**src/hw/rtl/wrcv_pkg.sv**
```systemverilog
// Shared constants, types and state codes of the weightless RAM class voter.
package wrcv_pkg;

  localparam int TUPLE_BITS_DEF  = 8;
  localparam int RAM_COUNT_DEF   = 16;
  localparam int CLASS_COUNT_DEF = 10;

  localparam int RAM_NUM_W    = 4;
  localparam int TUPLE_ADDR_W = 8;
  localparam int CLASS_W      = 4;
  localparam int VOTE_W       = 16;
  localparam logic [VOTE_W-1:0] VOTE_MAX = 16'hFFFF;

  localparam int QUEUE_DEPTH = 4;

  typedef enum logic {
    CMD_TRAIN   = 1'b0,
    CMD_PREDICT = 1'b1
  } wrcv_cmd_t;

  typedef struct packed {
    logic train;
    logic vote;
    logic eos;
  } wrcv_op_t;

  typedef enum logic [1:0] {
    ST_CLEAR,
    ST_RUN,
    ST_EMIT
  } wrcv_state_t;

  typedef struct packed {
    logic pop_ok;
    logic clear_wr;
    logic emitting;
  } wrcv_ctrl_t;

endpackage

```
**src/hw/rtl/wrcv_front.sv**
```systemverilog
// Front end: accepts commands, classifies them and forms store index and class mask.
module wrcv_front #(
  parameter int TUPLE_BITS  = wrcv_pkg::TUPLE_BITS_DEF,
  parameter int RAM_COUNT   = wrcv_pkg::RAM_COUNT_DEF,
  parameter int CLASS_COUNT = wrcv_pkg::CLASS_COUNT_DEF,
  localparam int IDX_W      = $clog2(RAM_COUNT << TUPLE_BITS)
) (
  input  logic                              start,
  output logic                              busy,
  input  logic                              in_command,
  input  logic [wrcv_pkg::RAM_NUM_W-1:0]    in_ram_number,
  input  logic [wrcv_pkg::TUPLE_ADDR_W-1:0] in_tuple_address,
  input  logic [wrcv_pkg::CLASS_W-1:0]      in_class_label,
  input  logic                              in_end_of_sample,
  input  logic                              clearing,
  input  logic                              q_full,
  output logic                              push,
  output wrcv_pkg::wrcv_op_t                push_op,
  output logic [IDX_W-1:0]                  push_idx,
  output logic [CLASS_COUNT-1:0]            push_mask
);

  logic hit;
  logic label_ok;

  assign busy     = clearing || q_full;
  assign hit      = {5'd0, in_ram_number} < 9'(RAM_COUNT);
  assign label_ok = in_class_label < wrcv_pkg::CLASS_W'(CLASS_COUNT);

  always_comb begin
    push_op.train = (in_command == wrcv_pkg::CMD_TRAIN) && hit && label_ok;
    push_op.vote  = (in_command == wrcv_pkg::CMD_PREDICT) && hit;
    push_op.eos   = (in_command == wrcv_pkg::CMD_PREDICT) && in_end_of_sample;
  end

  assign push_idx  = hit ? IDX_W'({in_ram_number, TUPLE_BITS'(in_tuple_address)}) : '0;
  assign push_mask = label_ok ? (CLASS_COUNT'(1) << in_class_label) : '0;

  // drop items that change nothing
  assign push = start && !busy && (push_op.train || push_op.vote || push_op.eos);

endmodule

```
**config.mk**
```make
export PLATFORM = sky130hd
export DESIGN_NAME = wrcv_front
export DESIGN_NICKNAME = d
export VERILOG_FILES = /design/src/hw/rtl/wrcv_pkg.sv /design/src/hw/rtl/wrcv_front.sv
export SDC_FILE = /design/constraint.sdc
export NUM_CORES = 1
export LEC_CHECK = 0
export BUFFER_PORTS_ARGS = -buffer_cell sky130_fd_sc_hd__buf_2
export CORE_AREA = 2 2 39 41
export DETAILED_ROUTE_END_ITERATION = 10
export DIE_AREA = 0 0 41 43
export GPL_ROUTABILITY_DRIVEN = 0
export PLACE_DENSITY = 0.68
export SETUP_SLACK_MARGIN = 0.1
export SLEW_MARGIN = 0
export SYNTH_ARGS = -nofsm -noshare
export SYNTH_HDL_FRONTEND = slang
export SYNTH_SLANG_ARGS = --single-unit
```
**constraint.sdc**
```tcl
create_clock -name vclk -period 0.8
set_clock_uncertainty 0.05 [all_clocks]
set_input_delay 0.08 -clock vclk [all_inputs]
set_output_delay 0.08 -clock vclk [all_outputs]
set_load 0.005 [all_outputs]
```
## Word level (Yosys, flattened, before mapping)

Index checks and enable logic that the tools add are counted.

| word-level totals | value |
|---|---|
| bits in registers | 0 |
| bits of input ports | 21 |
| output and inout bits | 27 |
| logic and storage cells | 12 |

| operators by class | value |
|---|---|
| order comparisons | 1 |
| shifts and indexed selects | 1 |
| muxes and demuxes | 1 |
| bitwise operators | 1 |
| reduce and logical (&&, ||, !) cells | 8 |

Operator list:

| kind | count |
|---|---|
| 10-bit 2-to-1 mux | 1 |
| 1-bit by 4-bit << shifter with 10-bit output, first input constant | 1 |
| 1-bit logical AND | 4 |
| 4-bit < comparator, second input constant | 1 |
| 1-bit logical OR | 3 |
| 1-bit zero test | 1 |
| 1-bit NOT | 1 |

## Logic depth before layout (Yosys ltp)

| depth | value |
|---|---|
| word-level depth | 5 |
| depth in mapped cells | 3 |
| gate-level depth less buffers | 2 |

## Least setup slack after synthesis

No wires, ideal clock.

| path | value |
|---|---|
| path type | input to output |
| start point | input port q_full |
| end point | output port push |
| arrival | 643 ps |
| data required time | 670 ps |
| path slack | 27 ps |
| stages | 2 |
| path buffers | 0 |
| cells stage by stage | or2_2 > a311oi_2 |

| between the ends | value |
|---|---|
| word-level cells in the longest chain between the ends | 4 |

RTL lines:

| what | line | text |
|---|---|---|
| start: declaration | wrcv_front.sv:16 | `input logic q_full,` |
| 1-bit logical OR | wrcv_front.sv:26 | `assign busy = clearing \|\| q_full;` |
| 1-bit zero test | wrcv_front.sv:40 | `assign push = start && !busy && (push_op.train \|\| push_op.vote \|\| push_op.eos);` |
| 1-bit logical AND (2 in series) | wrcv_front.sv:40 |  |
| end: declaration | wrcv_front.sv:17 | `output logic push,` |

No other way between the ends.

## Final worst setup path

| path | value |
|---|---|
| start point | input port in_class_label[2] in the netlist's numbering |
| end point | output port push |

| between the ends | value |
|---|---|
| word-level cells in the longest chain between the ends | 5 |

RTL lines:

| what | line | text |
|---|---|---|
| start: declaration | wrcv_front.sv:13 | `input logic [wrcv_pkg::CLASS_W-1:0] in_class_label,` |
| 4-bit < comparator | wrcv_front.sv:28 | `assign label_ok = in_class_label < wrcv_pkg::CLASS_W'(CLASS_COUNT);` |
| 1-bit logical AND | wrcv_front.sv:31 | `push_op.train = (in_command == wrcv_pkg::CMD_TRAIN) && hit && label_ok;` |
| 1-bit logical OR (2 in series) | wrcv_front.sv:40 |  |
| 1-bit logical AND | wrcv_front.sv:40 |  |

No other way between the ends.

==> results.yml <==
outcome:
  status: "finished with violations"
  violations: "negative setup slack"
cells_and_area:
  clock_buffers: 0
  fin_util_pct: 25.5
  drive_gt1_share_pct: 79.2
  area_growth_pct: 53.3
  fin_nets: 71
  regArea_um2: 0
  final_cell_count_no_fill: 64
  diodes: 0
  n_sequential_cell: 0
floorplan:
  fp.dieW_um: 41
  fp.dieH_um: 43
  num_rows: 14
  die_area_mm2: 0.00176
  core_mm2: 0.00138
  start_util_pct: 16.6
  io_pins: 48
drt:
  drt-initial-drc-count: 3
  vias: 272
  dr.pass1.iters: 4
  dr_wl_met2_um: 267
  maxUsedRoutingLayer: "met4"
  wirelength_um: 640
  wl_met1_um: 237
  wire_per_inst_um: 10.0
  drc: 0
  viasPerCell: 4.25
  antenna_left: 0
  route.met3.wl_um: 133
clocking:
  ctsHoldBuffers: 0
sta:
  max-slew-margin-rel_pct: 86.1
  min_period_ps: 938
  finalHoldViolCount: 0
  hold_slack_ps: 110
  fin_crit_sh_pct: 117
  setup_ws_ps: -138
  tightest_slew_ps: 209
  rsz0062_at_grt: "yes"
  fmax_mhz: 1070
  setup_viol: 6
  drv_slew: 0
hold_path:
  hold_path.class: "in2out"
logic_synthesis:
  yosysWarnings: 0
  synth_top_area_share_pct: 42.4
  syn_area_um2: 230
  synth_cell_types: 15
  yosysTopAreaCell: "buf_4"
  syn_inst: 35
  syn_avg_cell_area_um2: 6.58
  yosysSeqAreaShare_pct: 0
  synth_fp_nets: 56
  synth_area_leaders: "buf_4 (42%), nor3_1 (8.7%), a311oi_2 (6.5%)"
grt:
  grt-ovfl-total: 0
  grt_usage_pct: 7.09
  grt_pass1_wl_um: 924
  grt_antenna_before_repair: 0
  grt_start_max_net_pins: 10
  grt_pass1_vias: 235
place:
  port_buffers: 24
  dp.cells: 61
  place_ws_ps: -208
  hpwl_um: 469
worst_setup_path:
  worstSetupEndpointType: "output pin"
  path_class: "in2out"
  path_max_fanout: 5
  startpoint_type: "input port"
  crit_arrival_ps: 810
  cp_data_required_time_ps: 670
job:
  drv_cap: 0
power_and_ir_drop:
  ir_drop_uv: 118
  pwr_density_cell_mw_per_mm2: 416
  leakagePower_nw: 0.197
[worst paths after layout]
| check | from | endpoint | slack, ps | cells after the start |
|---|---|---|---|---|
| worst max-delay path | in_class_label[2] | push | -140 | 4 |
| worst min-delay path | in_tuple_address[0] | push_idx[0] | 110 | 0 |
[synthesized netlist by cell type]
master    instances
buf_4            13
nor3_1            4
nand2_1           1
nand2b_1          2
or2_2             1
nor3b_1           1
nor2_1            4
buf_2             1
and4bb_2          1
a21oi_1           1
or2b_1            1
and2_1            1
a311oi_2          1
inv_1             2
or2_4             1
[stage by stage]
| step | cell area (µm²) | power, mW | TNS [ps] |
|---|---|---|---|
| floorplan | 230 | 0.100 | 0 |
| global placement | 268 | 0.103 | -488 |
| detailed placement | 268 | 0.105 | -500 |
| CTS | 340 | 0.142 | -592 |
| global route | 353 | 0.163 | -812 |
| finish | 353 | 0.147 | -538 |
[worst max-delay path, cell delays in order]
cell and delay (ps):
buf_8 90, or2_4 260, a311oi_2 230, buf_2 140
[layout make-up]
type	count	area [µm²]
Inverter	2	7.51
Fill cell	156	1030
Tap cell	16	20.0
Timing Repair Buffer	27	165
Multi-Input combinational cell	19	160
[timing repair]
item                                    4_1_cts  5_1_grt
buffers inserted                              3        0
pin swaps                                     4        0
resized for setup                            11        4
endpoints found under the setup margin       12       12
cloned                                        0        0
[routing by layer]
| metal | vias to the layer above | GRT usage [%] |
|---|---|---|
| met2 | 28 | 13.4 |
| li1 | 127 | - |
| met4 | 0 | 0.667 |
| met5 | - | 0 |
| met3 | 2 | 1.05 |
| met1 | 115 | 7.91 |
[cell families after synthesis]
family	Yosys count	share of synthesized area [%]
AOI/OAI and AO/OA	2	8.69
buffers and inverters	16	47.8
and+or+nand+nor	17	43.5
[where the power goes]
group / switching [mW] / internal (mW)
logic: 0.0647 / 0.0822
clock network: 0 / 0
registers: 0 / 0
total: 0.0647 / 0.0822
[layout by cell type, fill, tap and decap left out]
| cell | netlist | routed |
|---|---|---|
| nand2_2 | 0 | 1 |
| and4bb_2 | 1 | 1 |
| and2_1 | 1 | 1 |
| inv_1 | 2 | 2 |
| nand2b_4 | 0 | 2 |
| a311oi_2 | 1 | 1 |
| buf_8 | 0 | 1 |
| buf_2 | 1 | 21 |
| a21oi_1 | 1 | 1 |
| nor3_2 | 0 | 4 |
| buf_6 | 0 | 2 |
| or2b_1 | 1 | 1 |
| nor2_1 | 4 | 4 |
| buf_4 | 13 | 3 |
| nor3b_1 | 1 | 1 |
| or2_4 | 1 | 2 |
Note: power is estimated with default switching activity, not from simulation.
