--- src/hw/rtl/wrcv_pkg.sv ---
// Shared constants, types and state codes of the weightless RAM class voter.
package wrcv_pkg;

  localparam int TUPLE_BITS_DEF  = 8;
  localparam int RAM_COUNT_DEF   = 16;
  localparam int CLASS_COUNT_DEF = 10;

  localparam int RAM_NUM_W    = 4;
  localparam int TUPLE_ADDR_W = 8;
  localparam int CLASS_W      = 4;
  localparam int VOTE_W       = 16;
  localparam logic [VOTE_W-1:0] VOTE_MAX = 16'hFFFF;

  localparam int QUEUE_DEPTH = 4;

  typedef enum logic {
    CMD_TRAIN   = 1'b0,
    CMD_PREDICT = 1'b1
  } wrcv_cmd_t;

  typedef struct packed {
    logic train;
    logic vote;
    logic eos;
  } wrcv_op_t;

  typedef enum logic [1:0] {
    ST_CLEAR,
    ST_RUN,
    ST_EMIT
  } wrcv_state_t;

  typedef struct packed {
    logic pop_ok;
    logic clear_wr;
    logic emitting;
  } wrcv_ctrl_t;

endpackage

--- src/hw/rtl/wrcv_queue.sv ---
// Short command queue between front end and back end.
module wrcv_queue #(
  parameter int IDX_W  = 12,
  parameter int MASK_W = wrcv_pkg::CLASS_COUNT_DEF
) (
  input  logic               clk,
  input  logic               rst_n,
  input  logic               push,
  input  wrcv_pkg::wrcv_op_t push_op,
  input  logic [IDX_W-1:0]   push_idx,
  input  logic [MASK_W-1:0]  push_mask,
  output logic               full,
  output logic               q_valid,
  input  logic               pop,
  output wrcv_pkg::wrcv_op_t q_op,
  output logic [IDX_W-1:0]   q_idx,
  output logic [MASK_W-1:0]  q_mask
);

  localparam int PTR_W = $clog2(wrcv_pkg::QUEUE_DEPTH);
  localparam int CNT_W = PTR_W + 1;

  wrcv_pkg::wrcv_op_t  op_q   [wrcv_pkg::QUEUE_DEPTH];
  logic [IDX_W-1:0]    idx_q  [wrcv_pkg::QUEUE_DEPTH];
  logic [MASK_W-1:0]   mask_q [wrcv_pkg::QUEUE_DEPTH];

  logic [PTR_W-1:0] wr_ptr_r, wr_ptr_nxt;
  logic [PTR_W-1:0] rd_ptr_r, rd_ptr_nxt;
  logic [CNT_W-1:0] count_r, count_nxt;

  assign full    = count_r == CNT_W'(wrcv_pkg::QUEUE_DEPTH);
  assign q_valid = count_r != '0;
  assign q_op    = op_q[rd_ptr_r];
  assign q_idx   = idx_q[rd_ptr_r];
  assign q_mask  = mask_q[rd_ptr_r];

  always_comb begin
    wr_ptr_nxt = push ? wr_ptr_r + PTR_W'(1) : wr_ptr_r;
    rd_ptr_nxt = pop ? rd_ptr_r + PTR_W'(1) : rd_ptr_r;
    count_nxt  = count_r + CNT_W'(push) - CNT_W'(pop);
  end

  always_ff @(posedge clk) begin
    if (!rst_n) begin
      wr_ptr_r <= '0;
      rd_ptr_r <= '0;
      count_r  <= '0;
    end else begin
      wr_ptr_r <= wr_ptr_nxt;
      rd_ptr_r <= rd_ptr_nxt;
      count_r  <= count_nxt;
    end
  end

  always_ff @(posedge clk) begin
    if (push) begin
      op_q[wr_ptr_r]   <= push_op;
      idx_q[wr_ptr_r]  <= push_idx;
      mask_q[wr_ptr_r] <= push_mask;
    end
  end

endmodule

--- config.mk ---
export PLATFORM = sky130hd
export DESIGN_NAME = wrcv_queue
export DESIGN_NICKNAME = d
export VERILOG_FILES = /design/src/hw/rtl/wrcv_pkg.sv /design/src/hw/rtl/wrcv_queue.sv
export SDC_FILE = /design/constraint.sdc
export NUM_CORES = 1
export LEC_CHECK = 0
export BUFFER_PORTS_ARGS = -buffer_cell sky130_fd_sc_hd__buf_2
export CAP_MARGIN = 20
export CELL_PAD_IN_SITES_DETAIL_PLACEMENT = 0
export CELL_PAD_IN_SITES_GLOBAL_PLACEMENT = 1
export CORE_MARGIN = 5
export CORE_UTILIZATION = 53
export DETAILED_ROUTE_END_ITERATION = 16
export PLACE_DENSITY_LB_ADDON = 0.05
export SYNTH_ARGS = -nofsm -noshare
export SYNTH_HDL_FRONTEND = slang
export SYNTH_SLANG_ARGS = --single-unit
--- constraint.sdc ---
create_clock -name clk -period 2.67 [get_ports clk]
set_input_delay 0.534 -clock clk [delete_from_list [all_inputs] [get_ports clk]]
set_output_delay 0.534 -clock clk [all_outputs]
set_load 0.02 [all_outputs]
Word-level counts from Yosys, hierarchy flattened
Memory sizes are Yosys's and may differ from the RTL's. A register that Yosys moved wholly into a read port is not among the register bits.
Index checks and enable logic that the tools add are counted.
- $add $sub $neg: 4
- multipliers: 0
- div/mod/pow operators: 0
- magnitude comparators: 0
- eq/ne operators: 1
- shift operators: 0
- muxes and demuxes: 8
- bitwise gates (word level): 0
- reductions and logical operators: 1
- operator list (operator ; count):
    $mux 2 ; 6
    $add 2x1->2 const B ; 2
    $add 3x1->3 ; 1
    $eq 3x3->1 const B ; 1
    $reduce_bool 3->1 ; 1
    $sub 3x1->3 ; 1
    $mux 1 ; 2
- register bits after elaboration: 7
- latch bits: 0
- memory bits (writable): 100
- memory bits (read-only): 0
- bits of input ports: 29
- output and inout port bits: 27
- logic and storage cells: 20
- memories: 3
- memories (name ; words ; bits a word ; rd ports ; clocked after memory_dff ; write ports ; line ; source):
    idx_q ; 4 ; 12 ; 1 ; 1 ; 1 ; wrcv_queue.sv:24 ; logic [IDX_W-1:0] idx_q [wrcv_pkg::QUEUE_DEPTH];
    mask_q ; 4 ; 10 ; 1 ; 1 ; 1 ; wrcv_queue.sv:25 ; logic [MASK_W-1:0] mask_q [wrcv_pkg::QUEUE_DEPTH];
    op_q ; 4 ; 3 ; 1 ; 1 ; 1 ; wrcv_queue.sv:23 ; wrcv_pkg::wrcv_op_t op_q [wrcv_pkg::QUEUE_DEPTH];

Longest topological paths before layout
Gate-level depths: netlist of run 1.
- depth after elaboration: 3
- depth in mapped cells: 7
- gate-level depth less buffers: 7

Worst setup path before layout of run 1
OpenSTA, ideal clock, no wires.
- kind: in2reg
- from: in pop
- to: reg count_r[2]
- library setup time: 0.117 ns
- arrival: 1.738 ns
- data required time: 2.553 ns
- slack: 0.815 ns
- stages: 6
- path buffers: 0
- cell sequence: ha_1 > inv_1 > ha_1 > fa_1 > xor3_1 > nor2_1
- cells in the longest elaborated chain, start to end: 1
- ends and longest elaborated chain (what ; line ; source):
    start: declaration ; wrcv_queue.sv:14 ; input logic pop,
    $sub 3x1->3 ; wrcv_queue.sv:40 ; count_nxt = count_r + CNT_W'(push) - CNT_W'(pop);
    end signal: assignment ; wrcv_queue.sv:51 ; count_r <= count_nxt;
    end: declaration ; wrcv_queue.sv:29 ; logic [CNT_W-1:0] count_r, count_nxt;
No other way between the ends.
A chain may end at the register's enable or synchronous reset.

==> metrics.txt, run 1 <==
# TYPE chip_impl_metric gauge
chip_impl_metric{name="post-cts-setup-buffers",unit=""} 0
chip_impl_metric{name="clkSlewWorstSetupHoldPaths",unit="ns"} 0.11
chip_impl_metric{name="dieHeight",unit="um"} 97.9
chip_impl_metric{name="final.period_utilization",unit=""} 0.844
chip_impl_metric{name="drt_wl_total",unit="um"} 6590
chip_impl_metric{name="timing.max_slew.rel_slack",unit=""} 0.761
chip_impl_metric{name="global_route_wire_length_before_repair",unit="um"} 10800
chip_impl_metric{name="power.static_leakage",unit="nW"} 1.66
chip_impl_metric{name="crit_required",unit="ns"} 2.14
chip_impl_metric{name="layout.core_utilization",unit=""} 0.621
chip_impl_info{name="worstSetupPathType",value="flop to primary output"} 1
chip_impl_metric{name="maximum_number_of_pins_on_one_net_before_global_route_repair",unit=""} 26
chip_impl_info{name="worst_hold_path_type",value="input pin to flop"} 1
chip_impl_info{name="endpoint_kind",value="primary output"} 1
chip_impl_info{name="most-common-layout-cells",value="100 x edfxtp_1, 55 x buf_2, 20 x mux4_2, 11 x buf_4, 9 x clkbuf_8"} 1
chip_impl_info{name="tritoncts",value="yes"} 1
chip_impl_metric{name="clock_path_buffers",unit=""} 2
chip_impl_info{name="outcome",value="completed"} 1
chip_impl_info{name="crit-reg2reg-launch",value="count_r[0]"} 1
chip_impl_metric{name="total_die_area",unit="sq mm"} 0.00958
chip_impl_metric{name="worst_skew_pair_later_pin_latency",unit="ns"} 0.36
chip_impl_metric{name="synthToLayoutAreaGrowth",unit="%"} 15.3
chip_impl_metric{name="post_drt_wl_per_cell",unit="um"} 18.7
chip_impl_metric{name="routabilityCongestion",unit=""} 0.655
chip_impl_metric{name="fin_worst_skew",unit="ns"} 0.0109
chip_impl_metric{name="cp_max_fo",unit=""} 12
chip_impl_metric{name="groute.usage.overall",unit=""} 0.151
chip_impl_metric{name="drc",unit=""} 0
chip_impl_metric{name="achievable-frequency",unit="MHz"} 444
chip_impl_metric{name="num_vias",unit=""} 1874
chip_impl_metric{name="post_cts_resize_count",unit=""} 0
chip_impl_metric{name="cts_hold_buffers",unit=""} 0
chip_impl_metric{name="max_cap_viol_count",unit=""} 0
chip_impl_metric{name="report.final.slew_viol_count",unit=""} 0
chip_impl_metric{name="core_region_area",unit="sq mm"} 0.00761
chip_impl_metric{name="start_util",unit=""} 0.538
chip_impl_metric{name="powerDensity",unit="mW/mm^2"} 728
chip_impl_metric{name="grt_pass1_vias",unit=""} 2136
chip_impl_metric{name="synthesized_instance_count",unit=""} 174
chip_impl_metric{name="io_pins",unit=""} 56
chip_impl_metric{name="cts_made_buffers",unit=""} 9
chip_impl_metric{name="netlist-cell-type-count",unit=""} 21
chip_impl_metric{name="numClockSinks",unit=""} 109
chip_impl_metric{name="buffer_ports.inserted",unit=""} 55
chip_impl_info{name="worstSetupEndpoint",value="q_mask[9]"} 1
chip_impl_info{name="layout.cells.most_common",value="edfxtp_1"} 1
chip_impl_metric{name="clock_period_minus_worst_slack",unit="ns"} 2.25
chip_impl_info{name="ctsRootBufferMaster",value="clkbuf_8"} 1
chip_impl_metric{name="final_hold_viol_count",unit=""} 0
chip_impl_metric{name="detail_route.iter0.violations",unit=""} 42
chip_impl_metric{name="dpl_wire_length",unit="um"} 4530
chip_impl_metric{name="cts_htree_levels",unit=""} 3
chip_impl_metric{name="synth.cell_area",unit="sq mm"} 0.00410
chip_impl_metric{name="grt_overflow_total",unit=""} 0
chip_impl_metric{name="arrival",unit="ns"} 1.72
chip_impl_metric{name="drt_pre_antenna_iters",unit=""} 5
chip_impl_metric{name="power.ir.vdd_worst",unit="mV"} 0.384
chip_impl_metric{name="yosysWarningCount",unit=""} 0
chip_impl_metric{name="proportion_of_layout_cells_with_a_drive_suffix_above_1",unit=""} 0.416
chip_impl_metric{name="antennaDiodeCount",unit=""} 0
chip_impl_info{name="startpoint_kind_of_the_worst_setup_timing_path",value="flop"} 1
chip_impl_metric{name="design.final.nets",unit=""} 281
chip_impl_metric{name="postSynthNetCount",unit=""} 210
chip_impl_metric{name="yosys_register_bits",unit=""} 109
chip_impl_metric{name="setup.reg_to_reg.worst_slack",unit="ns"} 0.90
chip_impl_metric{name="ant_nets",unit=""} 0
chip_impl_metric{name="number_of_standard_cell_rows_in_the_floorplan",unit=""} 32
chip_impl_metric{name="timing.reg2reg.worst_path_depth",unit=""} 7
chip_impl_info{name="critical_path.reg2reg.endpoint",value="count_r[2]"} 1
chip_impl_metric{name="setup_tns",unit="ns"} 0
chip_impl_metric{name="die_width",unit="um"} 97.9
chip_impl_metric{name="final-setup-viol-count",unit=""} 0
chip_impl_metric{name="avgSynthCellArea",unit="sq um"} 23.5
chip_impl_metric{name="route.detailed.vias_per_inst",unit=""} 5.32
chip_impl_metric{name="tightest_slew",unit="ns"} 0.359
chip_impl_info{name="rsz0062_at_grt",value="no"} 1
chip_impl_metric{name="antenna_found_initial",unit=""} 0
chip_impl_metric{name="synth_seq_area_share",unit=""} 0.777
[how the worst min path moves through the flow]
| stage | end | depth (start not counted) | start |
|---|---|---|---|
| 5_1_grt | mask_q[2][5] | 1 | push_mask[5] |
| 4_1_cts | mask_q[2][5] | 1 | push_mask[5] |
| 2_1_floorplan | flop | 2 | rd_ptr_r[1] |
| 3_5_place_dp | flop | 2 | rd_ptr_r[0] |
| 3_3_place_gp | flop | 2 | rd_ptr_r[1] |
| 6_report | mask_q[2][5] | 1 | push_mask[5] |
[cell families (layout without fill, tap and decap cells)]
| family | Yosys count | after routing | synth area share |
|---|---|---|---|
| mux | 26 | 26 | 0.145 |
| simple gates | 14 | 14 | 0.0186 |
| xor+xnor | 3 | 3 | 0.0101 |
| fa+ha+maj | 7 | 7 | 0.0232 |
| buf+inv | 13 | 89 | 0.0226 |
| flops | 109 | 109 | 0.777 |
| compound gates | 2 | 2 | 0.00367 |
[layout make-up]
cell class                      count  area [sq um]
Clock buffer                        9           124
Clock inverter                      7          83.8
Fill cell                         548          2880
Inverter                            7          26.3
Multi-Input combinational cell     52           820
Sequential cell                   109          3180
Tap cell                          102           128
Timing Repair Buffer               66           358
[through the flow]
step,setup slack (ns),hold WS [ns],power [mW],std cells,instance area [sq um]
6_report,0.417,0.378,3.44,352,4720
5_1_grt,0.325,0.350,3.61,352,4720
4_1_cts,0.379,0.368,3.48,352,4720
3_5_place_dp,0.606,0.546,2.50,336,4520
3_3_place_gp,0.647,0.518,2.47,336,4520
2_1_floorplan,0.815,0.499,2.34,174,4100
[synthesized netlist by cell type, drive strengths merged]
library cell,number,share of area
dfxtp,9,0.044
or3,1,0.0015
mux2i,1,0.0024
ha,6,0.018
nand3b,1,0.0018
buf,5,0.015
clkbuf,1,0.0012
and3,1,0.0015
nor2,5,0.0046
xnor2,2,0.0043
a21bo,1,0.0024
xor3,1,0.0058
fa,1,0.0049
a21oi,1,0.0012
inv,7,0.0064
edfxtp,100,0.73
mux4,25,0.14
and2,6,0.0092
[where the power goes]
group          leakage [nW]  internal, mW  total [mW]  switching [mW]
Clock                0.0955         0.448       0.990           0.542
Combinational         0.570         0.205       0.459           0.254
Sequential            0.993          1.96        1.99          0.0303
[state kept, by name (all words and copies together), names as in the netlist, named ones only]
signal	flops
rd_ptr_r	2
count_r	3
idx_q	48
wr_ptr_r	2
mask_q	40
op_q	12
[layer usage]
layer / routed length (um) / vias up / track usage / part of all wire
li1: - / 852 / - / -
met1: 2590 / 965 / 0.175 / 0.39
met2: 3590 / 48 / 0.267 / 0.54
met3: 336 / 9 / 0.0393 / 0.051
met4: 82 / 0 / 0.0639 / 0.012
met5: 0 / - / 0 / 0
[critical path: stages, from the launching register on]
cell	delay (ns)
dfxtp_2	0.33
buf_4	0.25
mux4_1	0.60
buf_2	0.18
Power figures use the tool's default switching activity.
==> run 2, diff against run 1 <==
--- a/config.mk
+++ b/config.mk
@@ -5,12 +5,13 @@
 export SDC_FILE = /design/constraint.sdc
 export NUM_CORES = 1
 export LEC_CHECK = 0
+export ABC_AREA = 1
 export BUFFER_PORTS_ARGS = -buffer_cell sky130_fd_sc_hd__buf_2
 export CAP_MARGIN = 20
 export CELL_PAD_IN_SITES_DETAIL_PLACEMENT = 0
 export CELL_PAD_IN_SITES_GLOBAL_PLACEMENT = 1
 export CORE_MARGIN = 5
-export CORE_UTILIZATION = 53
+export CORE_UTILIZATION = 46
 export DETAILED_ROUTE_END_ITERATION = 16
 export PLACE_DENSITY_LB_ADDON = 0.05
 export SYNTH_ARGS = -nofsm -noshare
==> constraint.sdc (replaced) <==
create_clock -name clk -period 2.2 [get_ports clk]
set_input_delay 0.44 -clock clk [delete_from_list [all_inputs] [get_ports clk]]
set_output_delay 0.44 -clock clk [all_outputs]
set_load 0.02 [all_outputs]
==> metrics.txt, run 2 <==
# TYPE chip_impl_metric gauge
chip_impl_metric{name="comb_pwr_share",unit=""} 0.134
chip_impl_metric{name="numClockSinks",unit=""} 109
chip_impl_metric{name="antennaDiodeCount",unit=""} 0
chip_impl_metric{name="setup.reg_to_reg.worst_slack",unit="ns"} 0.69
chip_impl_metric{name="clkPwrFrac",unit=""} 0.277
chip_impl_metric{name="finalNonFillerCells",unit=""} 544
chip_impl_info{name="layout.cells.most_common",value="edfxtp_1"} 1
chip_impl_info{name="outcome",value="completed"} 1
chip_impl_metric{name="synth_top_area_frac",unit=""} 0.680
chip_impl_metric{name="dieHeight",unit="um"} 108
chip_impl_metric{name="final.period_utilization",unit=""} 0.895
chip_impl_info{name="synth.area.top_cells",value="edfxtp_1 68%, inv_1 5.5%, nand2_1 5.1%, o211ai_1 4.3%, dfxtp_1 4.1%"} 1
chip_impl_metric{name="antenna_found_initial",unit=""} 0
chip_impl_metric{name="clock_period_minus_worst_slack",unit="ns"} 1.97
chip_impl_info{name="worst_hold_path_type",value="input pin to flop"} 1
chip_impl_info{name="crit-reg2reg-launch",value="count_r[0]"} 1
chip_impl_metric{name="clkSlewWorstSetupHoldPaths",unit="ns"} 0.10
chip_impl_metric{name="largest_reg_flops",unit=""} 48
chip_impl_metric{name="layout.cell_area.non_filler",unit="sq mm"} 0.00502
chip_impl_metric{name="post_dp_cell_area",unit="sq mm"} 0.00483
chip_impl_info{name="hold_path_startpoint",value="push_idx[1]"} 1
chip_impl_info{name="rsz0062_at_grt",value="no"} 1
chip_impl_metric{name="layout.filler_cells",unit=""} 842
chip_impl_metric{name="achievable-frequency",unit="MHz"} 508
chip_impl_metric{name="p_sw",unit="mW"} 1.00
chip_impl_metric{name="synthToLayoutAreaGrowth",unit="%"} 13.8
chip_impl_metric{name="ant_nets",unit=""} 0
chip_impl_info{name="max_flop_register",value="idx_q"} 1
chip_impl_metric{name="route.detailed.vias_per_inst",unit=""} 4.69
chip_impl_metric{name="routabilityCongestion",unit=""} 0.716
chip_impl_info{name="most-common-layout-cells",value="100 x edfxtp_1, 65 x inv_1, 60 x nand2_1, 55 x buf_2, 26 x a21oi_1"} 1
chip_impl_metric{name="detail_route.iter0.violations",unit=""} 70
chip_impl_info{name="tritoncts",value="yes"} 1
chip_impl_metric{name="final_hold_viol_count",unit=""} 0
chip_impl_metric{name="design.final.nets",unit=""} 447
chip_impl_metric{name="drt_wl_total",unit="um"} 7410
chip_impl_metric{name="area_of_combinational_cells_with_multiple_inputs",unit="sq um"} 845
chip_impl_metric{name="arrival",unit="ns"} 1.53
chip_impl_metric{name="drc",unit=""} 0
chip_impl_info{name="startpoint_kind_of_the_worst_setup_timing_path",value="flop"} 1
chip_impl_metric{name="dpl_wire_length",unit="um"} 4760
chip_impl_info{name="largestRegisters",value="idx_q x48, mask_q x40, op_q x12"} 1
chip_impl_metric{name="timing.max_slew.rel_slack",unit=""} 0.739
chip_impl_metric{name="drt_pre_antenna_iters",unit=""} 4
chip_impl_metric{name="postSynthNetCount",unit=""} 383
chip_impl_metric{name="num_vias",unit=""} 2554
chip_impl_metric{name="start_util",unit=""} 0.475
chip_impl_info{name="synth_most_common_cell",value="edfxtp_1"} 1
chip_impl_metric{name="cts_htree_levels",unit=""} 3
chip_impl_metric{name="proportion_of_layout_cells_with_a_drive_suffix_above_1",unit=""} 0.217
chip_impl_metric{name="worst_skew_pair_later_pin_latency",unit="ns"} 0.35
chip_impl_metric{name="power.static_leakage",unit="nW"} 2.03
chip_impl_metric{name="grt_overflow_total",unit=""} 0
chip_impl_metric{name="layout.area.seq",unit="sq mm"} 0.00319
chip_impl_metric{name="die_width",unit="um"} 108
chip_impl_metric{name="clock_path_buffers",unit=""} 2
chip_impl_metric{name="groute.usage.overall",unit=""} 0.134
chip_impl_metric{name="cts_made_buffers",unit=""} 9
chip_impl_metric{name="power_switching_share",unit=""} 0.247
chip_impl_metric{name="netlist-cell-type-count",unit=""} 15
chip_impl_metric{name="synthesized_instance_count",unit=""} 347
chip_impl_metric{name="number_of_standard_cell_rows_in_the_floorplan",unit=""} 35
chip_impl_metric{name="maximum_number_of_pins_on_one_net_before_global_route_repair",unit=""} 48
chip_impl_metric{name="power.ir.vdd_worst",unit="mV"} 0.460
chip_impl_info{name="synth_cell_count_leaders",value="100 x edfxtp_1, 65 x inv_1, 60 x nand2_1"} 1
chip_impl_info{name="netlist.top_cell.by_area",value="edfxtp_1"} 1
chip_impl_metric{name="report.final.slew_viol_count",unit=""} 0
chip_impl_metric{name="setup_tns",unit="ns"} 0
chip_impl_metric{name="final-setup-viol-count",unit=""} 0
chip_impl_metric{name="global_route_wire_length_before_repair",unit="um"} 11800
chip_impl_metric{name="crit_required",unit="ns"} 1.76
chip_impl_metric{name="post_drt_wl_per_cell",unit="um"} 13.6
chip_impl_metric{name="synth.cell_area",unit="sq mm"} 0.00441
chip_impl_metric{name="yosysWarningCount",unit=""} 0
chip_impl_info{name="synthFlopType",value="edfxtp_1"} 1
chip_impl_metric{name="avgSynthCellArea",unit="sq um"} 12.7
chip_impl_metric{name="placedCellCount",unit=""} 528
chip_impl_metric{name="yosys_register_bits",unit=""} 109
chip_impl_metric{name="cp_max_fo",unit=""} 47
chip_impl_metric{name="hold_slack",unit="ns"} 0.295
chip_impl_metric{name="buffer_ports.inserted",unit=""} 55
chip_impl_info{name="ctsRootBufferMaster",value="clkbuf_8"} 1
chip_impl_metric{name="share_seq_of_total_power",unit=""} 0.590
chip_impl_metric{name="internal_cell_power",unit="mW"} 3.06
chip_impl_metric{name="total_die_area",unit="sq mm"} 0.0117
chip_impl_metric{name="tightest_slew",unit="ns"} 0.392
chip_impl_metric{name="io_pins",unit=""} 56
chip_impl_metric{name="powerDensity",unit="mW/mm^2"} 810
chip_impl_metric{name="synth-async-reset-ratio",unit=""} 0
chip_impl_metric{name="grt_pass1_vias",unit=""} 2410
chip_impl_metric{name="fin_worst_skew",unit="ns"} 0.0104
chip_impl_metric{name="synth_seq_area_share",unit=""} 0.721
chip_impl_metric{name="core_region_area",unit="sq mm"} 0.00928
chip_impl_metric{name="synth_enable_flop_cells",unit=""} 100
chip_impl_metric{name="max_cap_viol_count",unit=""} 0
chip_impl_info{name="worstSetupPathType",value="flop to primary output"} 1
chip_impl_info{name="endpoint_kind",value="primary output"} 1
chip_impl_metric{name="layout.core_utilization",unit=""} 0.541
-- run 2: worst max-delay path: stages (launching register included) --
cell	delay [ns]
dfxtp_4	0.49
buf_12	0.26
a21oi_1	0.10
o21ai_1	0.09
nand2_1	0.07
buf_2	0.16
-- run 2: final cells by class --
class,instances,share of cell area
multi-input cells,156,0.168
clock buffers,10,0.0254
well taps,129,0.0321
repair buffers,70,0.0805
clock inverters,5,0.0105
inverters,65,0.0486
flip-flops and latches,109,0.635
-- run 2: per-layer routing --
metal,wire length [um],GRT usage
met2,3730,0.229
met5,0,0
met1,3240,0.164
met3,327,0.0316
met4,111,0.0514
-- run 2: through the flow --
| step | setup WS [ns] | total power [mW] |
|---|---|---|
| finish | 0.231 | 4.07 |
| global route | 0.0859 | 4.27 |
| CTS | 0.0969 | 4.12 |
| floorplan | 0.654 | 2.81 |
| detailed placement | 0.476 | 3.00 |
| global placement | 0.471 | 2.99 |
-- run 2: power by group through the flow --
| stage | sequential [mW] | clock [mW] | combinational, mW |
|---|---|---|---|
| 4_1_cts | 2.40 | 1.16 | 0.549 |
| 6_report | 2.40 | 1.13 | 0.544 |
| 2_1_floorplan | 2.43 | 0 | 0.378 |
| 3_3_place_gp | 2.45 | 0 | 0.541 |
| 3_5_place_dp | 2.45 | 0 | 0.548 |
| 5_1_grt | 2.41 | 1.25 | 0.612 |
-- run 2: cells by family after synthesis --
| kind of cell | count (synthesis) | synth area share |
|---|---|---|
| buf+inv | 82 | 0.0873 |
| simple gates | 64 | 0.0550 |
| fa+ha+maj | 7 | 0.0215 |
| compound gates | 85 | 0.115 |
| flops | 109 | 0.721 |
-- run 2: path summary, 6_finish.rpt --
kind | to | cells after the start
min reg2reg | flop | 2
min | idx_q[2][1] | 1
max | q_idx[3] | 5
max reg2reg | count_r[2] | 7
-- run 2: repair_timing --
item,4_1_cts,5_1_grt
setup buffers,0,1
resized for setup,0,0
setup endpoints to repair,0,4
hold buffers,0,0
hold endpoints to repair,0,0
==> run 3, diff against run 2 <==
==> constraint.sdc (replaced) <==
create_clock -name clk -period 2.2 [get_ports clk]
set_input_delay 0.44 -clock clk [delete_from_list [all_inputs] [get_ports clk]]
set_output_delay 0.44 -clock clk [all_outputs]
set_load 0.05 [all_outputs]
==> metrics.txt, run 3 (synthesis results as in run 2) <==
# TYPE chip_impl_metric gauge
chip_impl_metric{name="maximum_number_of_pins_on_one_net_before_global_route_repair",unit=""} 101
chip_impl_metric{name="num_vias",unit=""} 2525
chip_impl_metric{name="power_after_layout",unit="mW"} 4.14
chip_impl_metric{name="largest_reg_flops",unit=""} 48
chip_impl_metric{name="cts_htree_levels",unit=""} 3
chip_impl_metric{name="antennaDiodeCount",unit=""} 0
chip_impl_info{name="rsz0062_at_grt",value="no"} 1
chip_impl_info{name="worstSetupPathType",value="flop to primary output"} 1
chip_impl_info{name="most-common-layout-cells",value="100 x edfxtp_1, 65 x inv_1, 60 x nand2_1, 55 x buf_2, 26 x a21oi_1"} 1
chip_impl_metric{name="clkSlewWorstSetupHoldPaths",unit="ns"} 0.09
chip_impl_metric{name="fin_worst_skew",unit="ns"} 0.0113
chip_impl_metric{name="tightest_slew",unit="ns"} 0.394
chip_impl_metric{name="layout.filler_cells",unit=""} 825
chip_impl_metric{name="clock_period_minus_worst_slack",unit="ns"} 2.06
chip_impl_metric{name="dpl_wire_length",unit="um"} 4460
chip_impl_metric{name="synthToLayoutAreaGrowth",unit="%"} 13.2
chip_impl_info{name="outcome",value="completed"} 1
chip_impl_metric{name="global_route_wire_length_before_repair",unit="um"} 11900
chip_impl_metric{name="drt_pre_antenna_iters",unit=""} 4
chip_impl_metric{name="report.final.slew_viol_count",unit=""} 0
chip_impl_metric{name="cts_hold_buffers",unit=""} 0
chip_impl_metric{name="cp_max_fo",unit=""} 100
chip_impl_metric{name="cts_made_buffers",unit=""} 9
chip_impl_metric{name="powerDensity",unit="mW/mm^2"} 829
chip_impl_metric{name="drt_wl_total",unit="um"} 7240
chip_impl_metric{name="finalNonFillerCells",unit=""} 540
chip_impl_metric{name="cpPeakStageDelay",unit="ns"} 0.37
chip_impl_info{name="layout.cells.most_common",value="edfxtp_1"} 1
chip_impl_metric{name="design.final.nets",unit=""} 443
chip_impl_info{name="crit-reg2reg-launch",value="count_r[0]"} 1
chip_impl_metric{name="post_drt_wl_per_cell",unit="um"} 13.4
chip_impl_metric{name="setup_tns",unit="ns"} 0
chip_impl_metric{name="max_cap_viol_count",unit=""} 0
chip_impl_metric{name="proportion_of_layout_cells_with_a_drive_suffix_above_1",unit=""} 0.212
chip_impl_metric{name="final.period_utilization",unit=""} 0.935
chip_impl_metric{name="layout.area.seq",unit="sq mm"} 0.00319
chip_impl_info{name="hold_path_startpoint",value="push_mask[1]"} 1
chip_impl_metric{name="area_of_combinational_cells_with_multiple_inputs",unit="sq um"} 845
chip_impl_info{name="worst_hold_path_type",value="input pin to flop"} 1
chip_impl_metric{name="core_region_area",unit="sq mm"} 0.00928
chip_impl_metric{name="arrival",unit="ns"} 1.62
chip_impl_metric{name="timing.max_slew.rel_slack",unit=""} 0.737
chip_impl_metric{name="numClockSinks",unit=""} 109
chip_impl_metric{name="groute.usage.overall",unit=""} 0.135
chip_impl_info{name="timing.critical_path.cells",value="buf_16 > o211ai_1 > nand2_1 > buf_2"} 1
chip_impl_metric{name="grt_overflow_total",unit=""} 0
chip_impl_info{name="ctsRootBufferMaster",value="clkbuf_8"} 1
chip_impl_metric{name="route.detailed.vias_per_inst",unit=""} 4.68
chip_impl_metric{name="worst_slack",unit="ns"} 0.144
chip_impl_metric{name="total_die_area",unit="sq mm"} 0.0117
chip_impl_metric{name="power.static_leakage",unit="nW"} 2.00
chip_impl_info{name="endpoint_kind",value="primary output"} 1
chip_impl_metric{name="drc",unit=""} 0
chip_impl_metric{name="number_of_standard_cell_rows_in_the_floorplan",unit=""} 35
chip_impl_metric{name="achievable-frequency",unit="MHz"} 486
chip_impl_metric{name="start_util",unit=""} 0.475
chip_impl_info{name="tritoncts",value="yes"} 1
chip_impl_metric{name="power.ir.vdd_worst",unit="mV"} 0.452
chip_impl_metric{name="place_worst_setup_slack",unit="ns"} 0.463
chip_impl_metric{name="grt_pass1_vias",unit=""} 2464
chip_impl_metric{name="io_pins",unit=""} 56
chip_impl_info{name="top_delay_family_on_crit_path",value="buffers and inverters"} 1
chip_impl_metric{name="die_width",unit="um"} 108
chip_impl_info{name="max_flop_register",value="idx_q"} 1
chip_impl_metric{name="worst_skew_pair_later_pin_latency",unit="ns"} 0.36
chip_impl_metric{name="routabilityCongestion",unit=""} 0.718
chip_impl_info{name="startpoint_kind_of_the_worst_setup_timing_path",value="flop"} 1
chip_impl_metric{name="final_hold_viol_count",unit=""} 0
chip_impl_metric{name="crit_buf_inv",unit=""} 2
chip_impl_metric{name="antenna_found_initial",unit=""} 1
chip_impl_metric{name="placedCellCount",unit=""} 525
chip_impl_metric{name="crit_required",unit="ns"} 1.76
chip_impl_metric{name="detail_route.iter0.violations",unit=""} 87
chip_impl_metric{name="dieHeight",unit="um"} 108
chip_impl_info{name="cp_slowest_cell",value="dfxtp_4"} 1
chip_impl_metric{name="clock_path_buffers",unit=""} 2
chip_impl_metric{name="ant_nets",unit=""} 0
chip_impl_info{name="largestRegisters",value="idx_q x48, mask_q x40, op_q x12"} 1
chip_impl_metric{name="final-setup-viol-count",unit=""} 0
chip_impl_metric{name="buffer_ports.inserted",unit=""} 55
run 3: metrics by stage:
| stage | instance area (sq um) | hold slack [ns] | util |
|---|---|---|---|
| after global routing | 4990 | 0.256 | 0.538 |
| after global placement | 4820 | 0.455 | 0.519 |
| after floorplan | 4410 | 0.436 | - |
| final | 4990 | 0.288 | 0.538 |
| after CTS | 4990 | 0.262 | 0.537 |
| after detailed placement | 4820 | 0.456 | 0.519 |
run 3: per-layer routing:
metal	wire, um	GRT usage	vias to the layer above
met4	90	0.0541	2
met3	379	0.0406	10
li1	-	-	1301
met1	3020	0.158	1169
met5	7	0	-
met2	3740	0.232	43
run 3: final cells by class:
class	instances	area share
repair buffers	66	0.0782
flip-flops and latches	109	0.638
clock buffers	9	0.0248
inverters	65	0.0489
clock inverters	6	0.00827
well taps	129	0.0323
multi-input cells	156	0.169
run 3: where the power goes:
part / internal (mW) / total (mW) / switching, mW
clock network: 0.403 / 1.03 / 0.624
registers: 2.36 / 2.39 / 0.0279
logic: 0.182 / 0.722 / 0.540
run 3: path summary, 6_finish.rpt:
check	cells past startpoint	slack, ns	endpoint
setup / recovery	4	0.14	q_idx[7]
hold / removal	1	0.29	mask_q[1][1]
setup reg to reg	7	0.67	count_r[2]
hold reg to reg	2	0.49	flop
run 3: what timing repair did:
| item | CTS | global route |
|---|---|---|
| setup endpoints to repair | 0 | 1 |
| setup buffers | 0 | 0 |
| endpoints found under the hold margin | 0 | 0 |
| gates resized for setup | 0 | 1 |
